`config.mk`:
```
export PLATFORM = sky130hd
export DESIGN_NAME = indent_nesting_range_tracker_top
export DESIGN_NICKNAME = d
export VERILOG_FILES = /design/src/hw/rtl/inrt_pkg.sv /design/src/hw/rtl/inrt_ram.sv /design/src/hw/rtl/inrt_out_stage.sv /design/src/hw/rtl/inrt_core.sv /design/src/hw/rtl/indent_nesting_range_tracker_top.sv
export SDC_FILE = /design/constraint.sdc
export NUM_CORES = 1
export LEC_CHECK = 0
export BUFFER_PORTS_ARGS = -buffer_cell sky130_fd_sc_hd__buf_2
export CELL_PAD_IN_SITES_DETAIL_PLACEMENT = 1
export CELL_PAD_IN_SITES_GLOBAL_PLACEMENT = 2
export CORE_ASPECT_RATIO = 1.2
export CORE_MARGIN = 5
export CORE_UTILIZATION = 50
export DETAILED_ROUTE_END_ITERATION = 10
export GPL_TIMING_DRIVEN = 0
export PLACE_DENSITY_LB_ADDON = 0.1
export SYNTH_ARGS = -nofsm -noshare
export SYNTH_HDL_FRONTEND = slang
export SYNTH_SLANG_ARGS = --single-unit
```
`constraint.sdc`:
```
create_clock -name clock -period 8.2 [get_ports clock]
set_clock_uncertainty 0.2 [all_clocks]
set_input_delay 1.64 -clock clock [delete_from_list [all_inputs] [get_ports clock]]
set_output_delay 1.64 -clock clock [all_outputs]
set_load 0.02 [all_outputs]
```
`src/hw/rtl/inrt_pkg.sv`:
```
// Shared types and constants for the indentation nesting range tracker.
package inrt_pkg;

   localparam logic [7:0] CHAR_SPACE   = 8'd32;
   localparam logic [7:0] CHAR_TAB     = 8'd9;
   localparam logic [7:0] CHAR_NEWLINE = 8'd10;
   localparam logic [7:0] CHAR_WS_LAST = 8'd13;

   localparam int TAB_BITS   = 5;
   localparam int POS_BITS   = 17;
   localparam int GUIDE_BITS = 12;

   localparam logic [TAB_BITS-1:0] TAB_RESET = 5'd4;

   typedef struct packed {
      logic [7:0] char_byte;
      logic       has_char;
      logic       end_of_text;
   } req_type;

   typedef struct packed {
      logic [POS_BITS-1:0]   range_start;
      logic [POS_BITS-1:0]   range_end;
      logic [GUIDE_BITS-1:0] guide_level;
      logic                  is_end_marker;
      logic                  overflow;
      logic                  last_of_run;
   } rsp_type;

   typedef struct packed {
      logic [POS_BITS-1:0]   range_start;
      logic [POS_BITS-1:0]   range_end;
      logic [GUIDE_BITS-1:0] guide_level;
   } range_type;

   typedef struct packed {
      logic emit;
      logic finish;
      logic end_text;
      logic overflow;
   } emit_ctl_type;

   typedef struct packed {
      logic pend_valid;
      logic out_free;
   } stage_sts_type;

   typedef enum logic [2:0] {
      ST_IDLE,
      ST_POP_RD,
      ST_POP_CMP,
      ST_PUSH,
      ST_FLUSH_RD,
      ST_FLUSH_CMP,
      ST_DONE
   } state_type;

endpackage

```
`src/hw/rtl/inrt_ram.sv`:
```
// Generic single-port-write, single-port-read RAM with registered read data.
module inrt_ram
   #(parameter int WIDTH = 8,
     parameter int DEPTH = 16)
   (input  logic                     clock,
    input  logic                     wr_en,
    input  logic [$clog2(DEPTH)-1:0] wr_addr,
    input  logic [WIDTH-1:0]         wr_data,
    input  logic                     rd_en,
    input  logic [$clog2(DEPTH)-1:0] rd_addr,
    output logic [WIDTH-1:0]         rd_data);

   logic [WIDTH-1:0] mem_ff [DEPTH];
   logic [WIDTH-1:0] rd_data_ff;

   always_ff @(posedge clock) begin
      if (wr_en) begin
         mem_ff[wr_addr] <= wr_data;
      end
      if (rd_en) begin
         rd_data_ff <= mem_ff[rd_addr];
      end
   end

   assign rd_data = rd_data_ff;

endmodule

```
`src/hw/rtl/inrt_out_stage.sv`:
```
// Result holding stage: one pending range plus the output register.
module inrt_out_stage
   import inrt_pkg::*;
   (input  logic          clock,
    input  logic          reset,
    input  emit_ctl_type  ctl,
    input  range_type     range_in,
    output stage_sts_type sts,
    output logic          rsp_valid,
    input  logic          rsp_ready,
    output rsp_type       rsp_data);

   range_type pend_ff, pend_in;
   logic      pend_valid_ff, pend_valid_in;
   rsp_type   out_ff, out_in;
   logic      out_valid_ff, out_valid_in;
   logic      out_free;

   assign out_free = !out_valid_ff || rsp_ready;
   assign sts.pend_valid = pend_valid_ff;
   assign sts.out_free = out_free;

   always_comb begin
      pend_in = pend_ff;
      pend_valid_in = pend_valid_ff;
      out_in = out_ff;
      out_valid_in = out_valid_ff && !rsp_ready;
      if (ctl.emit) begin
         if (pend_valid_ff) begin
            out_in.range_start = pend_ff.range_start;
            out_in.range_end = pend_ff.range_end;
            out_in.guide_level = pend_ff.guide_level;
            out_in.is_end_marker = 1'b0;
            out_in.overflow = ctl.overflow;
            out_in.last_of_run = 1'b0;
            out_valid_in = 1'b1;
         end
         pend_in = range_in;
         pend_valid_in = 1'b1;
      end else if (ctl.finish) begin
         if (pend_valid_ff) begin
            out_in.range_start = pend_ff.range_start;
            out_in.range_end = pend_ff.range_end;
            out_in.guide_level = pend_ff.guide_level;
            out_in.is_end_marker = ctl.end_text;
            out_in.overflow = ctl.overflow;
            out_in.last_of_run = 1'b1;
            out_valid_in = 1'b1;
         end else if (ctl.end_text) begin
            out_in = '0;
            out_in.is_end_marker = 1'b1;
            out_in.overflow = ctl.overflow;
            out_in.last_of_run = 1'b1;
            out_valid_in = 1'b1;
         end
         pend_valid_in = 1'b0;
      end
   end

   always_ff @(posedge clock) begin
      if (reset) begin
         pend_valid_ff <= 1'b0;
         out_valid_ff <= 1'b0;
      end else begin
         pend_valid_ff <= pend_valid_in;
         out_valid_ff <= out_valid_in;
      end
      pend_ff <= pend_in;
      out_ff <= out_in;
   end

   assign rsp_valid = out_valid_ff;
   assign rsp_data = out_ff;

endmodule

```
`src/hw/rtl/inrt_core.sv`:
```
// Line scanner and stack sequencer; the stack lives in an external RAM.
module inrt_core
   import inrt_pkg::*;
   #(parameter int STACK_DEPTH = 32,
     parameter int MAX_LINES = 65536,
     parameter int LEVEL_BITS = 12,
     localparam int LINE_BITS = $clog2(MAX_LINES),
     localparam int ADDR_BITS = $clog2(STACK_DEPTH),
     localparam int ENTRY_BITS = LEVEL_BITS + LINE_BITS)
   (input  logic                  clock,
    input  logic                  reset,
    input  logic                  csr_we,
    input  logic [TAB_BITS-1:0]   csr_wdata,
    input  logic                  req_valid,
    output logic                  req_ready,
    input  req_type               req_data,
    output logic                  ram_wr_en,
    output logic [ADDR_BITS-1:0]  ram_wr_addr,
    output logic [ENTRY_BITS-1:0] ram_wr_data,
    output logic                  ram_rd_en,
    output logic [ADDR_BITS-1:0]  ram_rd_addr,
    input  logic [ENTRY_BITS-1:0] ram_rd_data,
    output emit_ctl_type          ctl,
    output range_type             range_out,
    input  stage_sts_type         sts);

   localparam int CNT_BITS = $clog2(STACK_DEPTH + 1);
   localparam int SUM_BITS = LEVEL_BITS + 5;
   localparam logic [LEVEL_BITS-1:0] LEVEL_MAX = {LEVEL_BITS{1'b1}};
   localparam logic [LINE_BITS-1:0] LINE_LAST = LINE_BITS'(MAX_LINES - 1);
   localparam logic [CNT_BITS-1:0] CNT_FULL = CNT_BITS'(STACK_DEPTH);

   state_type             state_ff, state_in;
   logic [CNT_BITS-1:0]   count_ff, count_in;
   logic [LINE_BITS-1:0]  line_ff, line_in;
   logic [LEVEL_BITS-1:0] indent_ff, indent_in;
   logic                  leading_ff, leading_in;
   logic                  nonblank_ff, nonblank_in;
   logic                  ovf_ff, ovf_in;
   logic [TAB_BITS-1:0]   tab_ff;
   logic                  eot_ff, eot_in;
   logic                  nl_ff, nl_in;

   logic                  accept, is_nl, is_ws, take, close, nb_now;
   logic [LEVEL_BITS-1:0] byte_indent;
   logic                  byte_leading;
   logic [SUM_BITS-1:0]   indent_sum;
   logic [TAB_BITS-1:0]   indent_add;
   logic [CNT_BITS-1:0]   count_m1;
   logic [LEVEL_BITS-1:0] rd_level;
   logic [LINE_BITS-1:0]  rd_start;
   logic                  pop_hit, emit_want, emit_ok, emit_stall, fin_stall;
   logic [LINE_BITS:0]    start_p1, line_p1;
   logic [31:0]           start_w, end_w, level_w, line_w;

   assign accept = req_valid && req_ready;
   assign is_nl = req_data.char_byte == CHAR_NEWLINE;
   assign is_ws = (req_data.char_byte == CHAR_SPACE) ||
                  ((req_data.char_byte >= CHAR_TAB) && (req_data.char_byte <= CHAR_WS_LAST));
   assign take = req_data.has_char && !is_nl;
   assign close = (req_data.has_char && is_nl) || req_data.end_of_text;
   assign nb_now = take ? (nonblank_ff || !is_ws) : nonblank_ff;

   assign indent_add = (req_data.char_byte == CHAR_SPACE) ? TAB_BITS'(1) : tab_ff;
   assign indent_sum = SUM_BITS'(indent_ff) + SUM_BITS'(indent_add);

   always_comb begin
      byte_indent = indent_ff;
      byte_leading = leading_ff;
      if (leading_ff) begin
         if ((req_data.char_byte == CHAR_SPACE) || (req_data.char_byte == CHAR_TAB)) begin
            byte_indent = (indent_sum > SUM_BITS'(LEVEL_MAX)) ? LEVEL_MAX
                                                              : indent_sum[LEVEL_BITS-1:0];
         end else begin
            byte_leading = 1'b0;
         end
      end
   end

   assign count_m1 = count_ff - CNT_BITS'(1);
   assign rd_level = ram_rd_data[ENTRY_BITS-1:LINE_BITS];
   assign rd_start = ram_rd_data[LINE_BITS-1:0];
   assign pop_hit = rd_level >= indent_ff;
   assign emit_want = rd_start < line_ff;
   assign emit_ok = !(sts.pend_valid && !sts.out_free);
   assign emit_stall = emit_want && !emit_ok;
   assign fin_stall = (sts.pend_valid || eot_ff) && !sts.out_free;

   assign start_p1 = {1'b0, rd_start} + (LINE_BITS+1)'(1);
   assign line_p1 = {1'b0, line_ff} + (LINE_BITS+1)'(1);
   assign start_w = 32'(start_p1);
   assign line_w = 32'(line_ff);
   assign end_w = (state_ff == ST_FLUSH_CMP) ? 32'(line_p1) : line_w;
   assign level_w = 32'(rd_level);
   assign range_out.range_start = start_w[POS_BITS-1:0];
   assign range_out.range_end = end_w[POS_BITS-1:0];
   assign range_out.guide_level = level_w[GUIDE_BITS-1:0];

   always_comb begin
      state_in = state_ff;
      case (state_ff)
         ST_IDLE: begin
            if (accept && close) begin
               state_in = (nb_now && (count_ff != '0)) ? ST_POP_RD : ST_PUSH;
            end
         end
         ST_POP_RD: state_in = ST_POP_CMP;
         ST_POP_CMP: begin
            if (!pop_hit) begin
               state_in = ST_PUSH;
            end else if (!emit_stall) begin
               state_in = (count_ff > CNT_BITS'(1)) ? ST_POP_RD : ST_PUSH;
            end
         end
         ST_PUSH: state_in = eot_ff ? ST_FLUSH_RD : ST_DONE;
         ST_FLUSH_RD: state_in = (count_ff == '0) ? ST_DONE : ST_FLUSH_CMP;
         ST_FLUSH_CMP: begin
            if (!emit_stall) begin
               state_in = ST_FLUSH_RD;
            end
         end
         ST_DONE: begin
            if (!fin_stall) begin
               state_in = ST_IDLE;
            end
         end
         default: state_in = ST_IDLE;
      endcase
   end

   always_comb begin
      req_ready = 1'b0;
      count_in = count_ff;
      line_in = line_ff;
      indent_in = indent_ff;
      leading_in = leading_ff;
      nonblank_in = nonblank_ff;
      ovf_in = ovf_ff;
      eot_in = eot_ff;
      nl_in = nl_ff;
      ram_wr_en = 1'b0;
      ram_wr_addr = count_ff[ADDR_BITS-1:0];
      ram_wr_data = {indent_ff, line_ff};
      ram_rd_en = 1'b0;
      ram_rd_addr = count_m1[ADDR_BITS-1:0];
      ctl = '0;
      ctl.overflow = ovf_ff;
      ctl.end_text = eot_ff;
      case (state_ff)
         ST_IDLE: begin
            req_ready = 1'b1;
            if (accept) begin
               if (take) begin
                  indent_in = byte_indent;
                  leading_in = byte_leading;
                  nonblank_in = nb_now;
               end
               eot_in = req_data.end_of_text;
               nl_in = req_data.has_char && is_nl;
            end
         end
         ST_POP_RD: ram_rd_en = 1'b1;
         ST_POP_CMP: begin
            if (pop_hit && !emit_stall) begin
               count_in = count_m1;
               ctl.emit = emit_want;
            end
         end
         ST_PUSH: begin
            if (nonblank_ff && (indent_ff != '0)) begin
               if (count_ff < CNT_FULL) begin
                  ram_wr_en = 1'b1;
                  count_in = count_ff + CNT_BITS'(1);
               end else begin
                  ovf_in = 1'b1;
               end
            end
            indent_in = '0;
            leading_in = 1'b1;
            nonblank_in = 1'b0;
            if (nl_ff && (line_ff != LINE_LAST)) begin
               line_in = line_ff + LINE_BITS'(1);
            end
         end
         ST_FLUSH_RD: ram_rd_en = count_ff != '0;
         ST_FLUSH_CMP: begin
            if (!emit_stall) begin
               count_in = count_m1;
               ctl.emit = emit_want;
            end
         end
         ST_DONE: begin
            if (!fin_stall) begin
               ctl.finish = 1'b1;
               if (eot_ff) begin
                  count_in = '0;
                  line_in = '0;
                  ovf_in = 1'b0;
               end
            end
         end
         default: begin
         end
      endcase
   end

   always_ff @(posedge clock) begin
      if (reset) begin
         state_ff <= ST_IDLE;
         count_ff <= '0;
         line_ff <= '0;
         indent_ff <= '0;
         leading_ff <= 1'b1;
         nonblank_ff <= 1'b0;
         ovf_ff <= 1'b0;
         tab_ff <= TAB_RESET;
         eot_ff <= 1'b0;
         nl_ff <= 1'b0;
      end else begin
         state_ff <= state_in;
         count_ff <= count_in;
         line_ff <= line_in;
         indent_ff <= indent_in;
         leading_ff <= leading_in;
         nonblank_ff <= nonblank_in;
         ovf_ff <= ovf_in;
         eot_ff <= eot_in;
         nl_ff <= nl_in;
         if (csr_we) begin
            tab_ff <= csr_wdata;
         end
      end
   end

endmodule

```
`src/hw/rtl/indent_nesting_range_tracker_top.sv`:
```
// Top level of the indentation nesting range tracker.
//
// Text bytes enter on the req_ channel (valid/ready), one byte per request,
// with has_char and end_of_text flags. Guide ranges leave on the rsp_
// channel (valid/ready); last_of_run marks the final range of a request.
// csr_we/csr_wdata set the tab width at any idle moment.
//
// A byte that does not end a line is taken while the sequencer is idle.
// A line end after text reads and compares stack entries, popping those
// covered, then pushes the new level; end of text flushes all the rest.
// The stack RAM, read once per pop, has registered read data. Each result
// moves to the output register when the next is found, the last at request end.
// Reset empties the stack, zeroes the line count and sets the tab width
// to 4; no clearing pass is needed. When the receiver stalls, one range
// is held pending and one in the output register, then the sequencer waits.
module indent_nesting_range_tracker_top
   import inrt_pkg::*;
   #(parameter int STACK_DEPTH = 32,
     parameter int MAX_LINES = 65536,
     parameter int LEVEL_BITS = 12)
   (input  logic                clock,
    input  logic                reset,
    input  logic                csr_we,
    input  logic [TAB_BITS-1:0] csr_wdata,
    input  logic                req_valid,
    output logic                req_ready,
    input  req_type             req_data,
    output logic                rsp_valid,
    input  logic                rsp_ready,
    output rsp_type             rsp_data);

   localparam int LINE_BITS = $clog2(MAX_LINES);
   localparam int ADDR_BITS = $clog2(STACK_DEPTH);
   localparam int ENTRY_BITS = LEVEL_BITS + LINE_BITS;

   logic                  ram_wr_en, ram_rd_en;
   logic [ADDR_BITS-1:0]  ram_wr_addr, ram_rd_addr;
   logic [ENTRY_BITS-1:0] ram_wr_data, ram_rd_data;
   emit_ctl_type          ctl;
   range_type             range_out;
   stage_sts_type         sts;

   inrt_ram #(.WIDTH(ENTRY_BITS), .DEPTH(STACK_DEPTH)) u_stack_ram (
      .clock   (clock),
      .wr_en   (ram_wr_en),
      .wr_addr (ram_wr_addr),
      .wr_data (ram_wr_data),
      .rd_en   (ram_rd_en),
      .rd_addr (ram_rd_addr),
      .rd_data (ram_rd_data));

   inrt_core #(.STACK_DEPTH(STACK_DEPTH), .MAX_LINES(MAX_LINES),
               .LEVEL_BITS(LEVEL_BITS)) u_core (
      .clock       (clock),
      .reset       (reset),
      .csr_we      (csr_we),
      .csr_wdata   (csr_wdata),
      .req_valid   (req_valid),
      .req_ready   (req_ready),
      .req_data    (req_data),
      .ram_wr_en   (ram_wr_en),
      .ram_wr_addr (ram_wr_addr),
      .ram_wr_data (ram_wr_data),
      .ram_rd_en   (ram_rd_en),
      .ram_rd_addr (ram_rd_addr),
      .ram_rd_data (ram_rd_data),
      .ctl         (ctl),
      .range_out   (range_out),
      .sts         (sts));

   inrt_out_stage u_out_stage (
      .clock     (clock),
      .reset     (reset),
      .ctl       (ctl),
      .range_in  (range_out),
      .sts       (sts),
      .rsp_valid (rsp_valid),
      .rsp_ready (rsp_ready),
      .rsp_data  (rsp_data));

endmodule

```
== Yosys cells after proc, flatten, opt, wreduce, memory -nomap -nowiden ==
Memory sizes are Yosys's and may differ from the RTL's. A register that Yosys moved wholly into a read port is not among the register bits.
Cells that the tools add are included.
Widths: inputs -> output; s select.

* Flip-flop bits (word level): 144
* Latch bits: 0
* Memory bits (writable): 896
* ROM bits: 0
* Input bits: 20
* Logic and storage cells: 170
* Memories kept: 1

{| class="wikitable"
|+ Memory list
! memory !! words !! width !! rd ports !! clocked after Yosys merged registers in !! wr ports !! RTL line !! text
|-
| u_stack_ram.mem_ff || 32 || 28 || 1 || 1 || 1 || inrt_ram.sv:13 || <nowiki>logic [WIDTH-1:0] mem_ff [DEPTH];</nowiki>
|}

* Add/subtract/negate cells: 6
* Multiply operators: 0
* Div/mod/pow operators: 0
* $lt $le $gt $ge: 7
* Equal/unequal tests: 25
* Shift-type cells: 0
* Multiplexer cells: 67
* Bitwise gates (word level): 0
* Reduce and logical (&&, ||, !) cells: 42

{| class="wikitable"
|+ Operators with widths
! operator !! number
|-
| $mux 49 || 5
|-
| $mux 16 || 4
|-
| $mux 12 || 5
|-
| $mux 6 || 6
|-
| $add 16x1->17 const B || 2
|-
| $pmux 16 s2 || 1
|-
| $mux 1 || 28
|-
| $pmux 12 s2 || 1
|-
| $pmux 6 s4 || 1
|-
| $ne 2x1->1 const B || 11
|-
| $pmux 3 s7 || 1
|-
| $gt 17x12->1 const B || 1
|-
| $add 16x1->16 const B || 1
|-
| $eq 8x4->1 const B || 2
|-
| $lt 16x16->1 || 1
|-
| $ne 16x16->1 const B || 1
|-
| $mux 3 || 5
|-
| $add 12x5->13 || 1
|-
| $logic_and 1x1->1 || 13
|-
| $ge 12x12->1 || 1
|-
| $reduce_bool 12->1 || 1
|-
| $pmux 1 s2 || 5
|-
| $reduce_and 5->1 || 2
|-
| $eq 3x3->1 const B || 3
|-
| other kinds (24) || 45
|}

== Longest topological paths before layout ==
* Depth after elaboration: 11
* Mapped depth: 13
* Gate-level depth less buffers: 13

== By module ==
Synthesis repeated with hierarchy kept, for this count alone.

* Cells, all modules: 2,725
* Area, all modules: 43,359.1 um^2

{| class="wikitable"
|+ By module, submodules not included
! module !! instances !! cells each !! area each (um^2) !! sequential area each (um^2)
|-
| inrt_ram || 1 || 1,984 || 35,728.0 || 27,746.6
|-
| inrt_core || 1 || 581 || 4,327.9 || 940.9
|-
| inrt_out_stage || 1 || 160 || 3,303.2 || 2,892.8
|}

== Least setup slack after synthesis ==
OpenSTA, ideal clock, no wires.

* Path kind: register to register
* Start point: register u_core.line_ff[11]
* End point: register u_out_stage.out_ff, in the netlist u_out_stage.rsp_data[0], enable pin
* Library setup time: 0.535 ns
* Arrival time: 6.114 ns
* Required time: 7.465 ns
* Path slack: 1.351 ns
* Stages on the path, launching flop included: 9
* Path buffers: 0
* Period minus slack after synthesis: 6.849 ns
* Cell sequence: dfxtp_1 > inv_1 > ha_1 > and3_1 > a221o_1 > a21oi_1 > o21ai_0 > or2_2 > a221oi_1

* Word-level cells in the longest chain between the ends: 8
* Elaborated cells on any way between the ends: 10
* Classes of those cells: order compare: 1; eq/ne: 1; mux: 3; reduce/logical: 5

{| class="wikitable"
|+ RTL lines
! what !! RTL line !! text
|-
| start, declared || inrt_core.sv:35 || <nowiki>logic [LINE_BITS-1:0] line_ff, line_in;</nowiki>
|-
| start signal, assigned || inrt_core.sv:222 || <nowiki>line_ff <= line_in;</nowiki>
|-
| $lt 16x16->1 (*) || inrt_core.sv:84 || <nowiki>assign emit_want = rd_start < line_ff;</nowiki>
|-
| $logic_and 1x1->1 || inrt_core.sv:86 || <nowiki>assign emit_stall = emit_want && !emit_ok;</nowiki>
|-
| $logic_not 1->1 || - ||
|-
| $logic_and 1x1->1 || inrt_core.sv:164 || <nowiki>if (pop_hit && !emit_stall) begin</nowiki>
|-
| $mux 1 || inrt_core.sv:164 ||
|-
| $pmux 1 s2 (*) || inrt_core.sv:149 || <nowiki>case (state_ff)</nowiki>
|-
| $ne 2x1->1 (no source line) / $reduce_bool 2->1 (equally long branches) || - ||
|-
| $reduce_and 3->1 (no source line) (*) || - ||
|-
| end signal, assigned || inrt_out_stage.sv:69 || <nowiki>out_ff <= out_in;</nowiki>
|-
| end, declared || inrt_out_stage.sv:15 || <nowiki>rsp_type out_ff, out_in;</nowiki>
|}

Every way passes the cells marked *; elsewhere a longest branch is shown, timed or not.
A chain may end at the register's enable or synchronous reset.

== Final worst setup path ==
* Start point: register u_core.count_ff[0]
* End point: register u_stack_ram.rd_data_ff[2], in the netlist u_stack_ram.rd_data[2] (read register of u_stack_ram.mem_ff) (data pin)

* Word-level cells in the longest chain between the ends: 2
* Elaborated cells on any way between the ends: 3
* Classes of those cells: add/sub: 1; mux: 1; reduce/logical: 1

{| class="wikitable"
|+ RTL lines
! what !! RTL line !! text
|-
| start, declared || inrt_core.sv:34 || <nowiki>logic [CNT_BITS-1:0] count_ff, count_in;</nowiki>
|-
| start signal, assigned || inrt_core.sv:221 || <nowiki>count_ff <= count_in;</nowiki>
|-
| branches (longest 2 deep; another with $sub 6x1->6) || - ||
|-
| end, declared || inrt_ram.sv:14 || <nowiki>logic [WIDTH-1:0] rd_data_ff;</nowiki>
|}

Parallel ways; which one is timed is not known.

==> flow_metrics.tcl <==
set metrics [dict create \
    ys_top_cells_by_area "edfxtp_1 (72%), mux4_2 (15%), dfxtp_1 (2.3%), ha_1 (1.1%), nor2_1 (0.80%)" \
    viasPerCell 6.034 \
    hold_viol 0 \
    async_flop_share_pct 0 \
    rsz0062_at_grt "no" \
    crit_path_start_kind "flop" \
    fp.dieH_um 328.7 \
    p_leak_nw 14.76 \
    num_io_pins 71 \
    syn_area_um2 42330 \
    holdPathStages 0 \
    synth_top_area_share_pct 72.30 \
    synth_common_cells "edfxtp_1 (1019), mux4_2 (280), nor2_1 (90)" \
    synth-edff-count 1019 \
    grt_overflow 0 \
    syn2layout_area_growth_pct 14.09 \
    port_buffers 69 \
    finalMaxSlewViolations 0 \
    fp.dieArea_um2 90600 \
    synth_nets 2130 \
    grt_max_degree 40 \
    path_class "reg -> reg" \
    layout-drive-gt1-share_pct 27.79 \
    ctsRootBufferMaster "clkbuf_16" \
    worst_setup_path_end_kind "flop" \
    ys_warn_count 0 \
    worst_ep_arrival_time_ns 5.73 \
    grt_pass1_vias 22520 \
    fin_hold_ws_ns 0.2545 \
    drc_errors 0 \
    grt_pass1_wl_um 154900 \
    final-instance-count-excl-fill 3495 \
    numCtsBuffers 104 \
    powerDensity_nw_per_um2 335.7 \
    r2r_setup_slack_ns 2.67 \
    status "finished clean" \
    gp_congestion 0.8209 \
    avgSynthCellArea_um2 20.44 \
    start_util_pct 50.11 \
    crit_required_ns 8.40 \
    fp.dieW_um 275.6 \
    yosysSeqAreaShare_pct 74.61 \
    fillers 7264 \
    clk_latency_ns 0.67 \
    antenna_found_initial 2 \
    synth.largest_area_cell "edfxtp_1" \
    fin_crit_ns 5.531 \
    reg2reg_depth 11 \
    slew_headroom_pct 7.281 \
    postCtsSetupRepairBufs 0 \
    syn_inst 2071 \
    cts.clk_slew.worst_paths_ns 0.06 \
    ys_seq_elements 1068 \
    rows 117 \
    synth.most_common_cell "edfxtp_1" \
    hpwlAfterDp_um 70710 \
    firstDrtPassIters 5 \
    fin_crit_sh_pct 67.45 \
    synth_ff_type "edfxtp_1" \
    ir_drop_v 0.0002200 \
    cts_tree "done" \
    ys_types 71 \
    drv_cap 0 \
    power.total_mw 16.21 \
    report.final.setup_viol 0 \
    fin_nets 2341 \
    drt_iter0_markers 1778 \
    avgRoutedWirePerCell_um 30.26 \
    fmax_mhz 180.8 \
    hold_buffers 0 \
    dp.cells 3306 \
    fin_setup_tns_ns 0 \
    finalWirelength_um 105800 \
    path_max_fanout 10 \
    vias 21090 \
    worst_pin_slew_ns 1.389 \
    ant_nets 0 \
    cts_resized 0 \
    coreArea_um2 84470 \
    grt_use_total_pct 23.73 \
    min_path_type "reg -> reg" \
    clock_sinks 1068 \
    cts_max_level 3 \
    clock_path_buffers 3 \
]
-- final cells by class --
type	count	area [um^2]	share of cell area, %
tap	1130	1414	2.928
antenna	1	2.502	0.005182
timing repair buffer	105	1064	2.202
buffer	99	496.7	1.029
clock buffer	126	2685	5.560
inverter	45	168.9	0.3498
clock inverter	62	514.2	1.065
multi-input combinational	859	10350	21.43
sequential	1068	31600	65.43
-- per-layer routing --
layer	global-route usage [%]	routed length, um	vias up
li1	-	-	8949
met5	0	0	-
met3	3.370	6048	159
met4	6.646	2631	0
met2	41.93	56340	688
met1	30.96	40740	11290
-- worst max-delay path, stage by stage, from the launching register on --
cell and delay (ns):
dfxtp_1 0.38, buf_2 0.26, buf_6 0.20, buf_2 0.35
inv_1 0.18, ha_1 0.35, clkbuf_1 0.50, clkbuf_1 0.54
clkbuf_1 0.97, mux4_2 0.44, mux4_2 0.55, mux2_2 0.33
-- worst paths after layout --
path / startpoint / endpoint
max: u_core.count_ff[0] / u_stack_ram.rd_data[2]
min: u_stack_ram.rd_data[16] / u_out_stage.pend_ff[0]
max reg2reg: u_core.count_ff[0] / u_stack_ram.rd_data[2]
min reg2reg: u_stack_ram.rd_data[16] / u_out_stage.pend_ff[0]
-- cells in the final DEF, fill, tap and decap left out, types with 34 or more instances in the layout --
cell	n
mux4_2	280
dfxtp_1	35
nand2_1	70
clkbuf_16	104
a21oi_1	41
buf_2	94
inv_1	44
ha_1	38
nor2_1	58
edfxtp_1	1019
clkbuf_1	64
nor2b_1	53
o21ai_0	34
-- flip-flops by register name (all words and copies together), names as in the netlist, 5 cells and up --
signal,flops
u_core.count_ff,6
u_core.indent_ff,12
u_core.line_ff,16
u_core.tab_ff,5
u_out_stage.pend_ff,46
u_out_stage.rsp_data,49
u_stack_ram.mem_ff,896
u_stack_ram.rd_data,28
-- power by group --
part           total, mW  switching [mW]  internal, mW
combinational       5.31            2.94          2.37
sequential          6.33           0.137          6.19
clock               4.57            2.00          2.57
-- kinds of logic (layout without fill, tap and decap cells) --
family	count (synthesis)	count (layout)	synth area share [%]
compound gates	158	158	2.468
xor+xnor	35	35	0.7242
fa+ha+maj	39	39	1.171
buf+inv	144	437	1.573
flops	1068	1068	74.61
mux	314	314	15.79
other cells	0	1	0
simple gates	313	313	3.666
-- metrics by stage --
step | setup WS (ns) | cell area (um^2) | utilization, %
2_1_floorplan | 1.351 | 42330 | -
3_3_place_gp | -0.9268 | 44080 | 52.19
3_5_place_dp | 2.477 | 45070 | 53.36
4_1_cts | 2.665 | 48270 | 57.15
5_1_grt | 2.489 | 48290 | 57.17
6_report | 2.669 | 48290 | 57.17
Note: power is estimated with default switching activity, not from simulation.
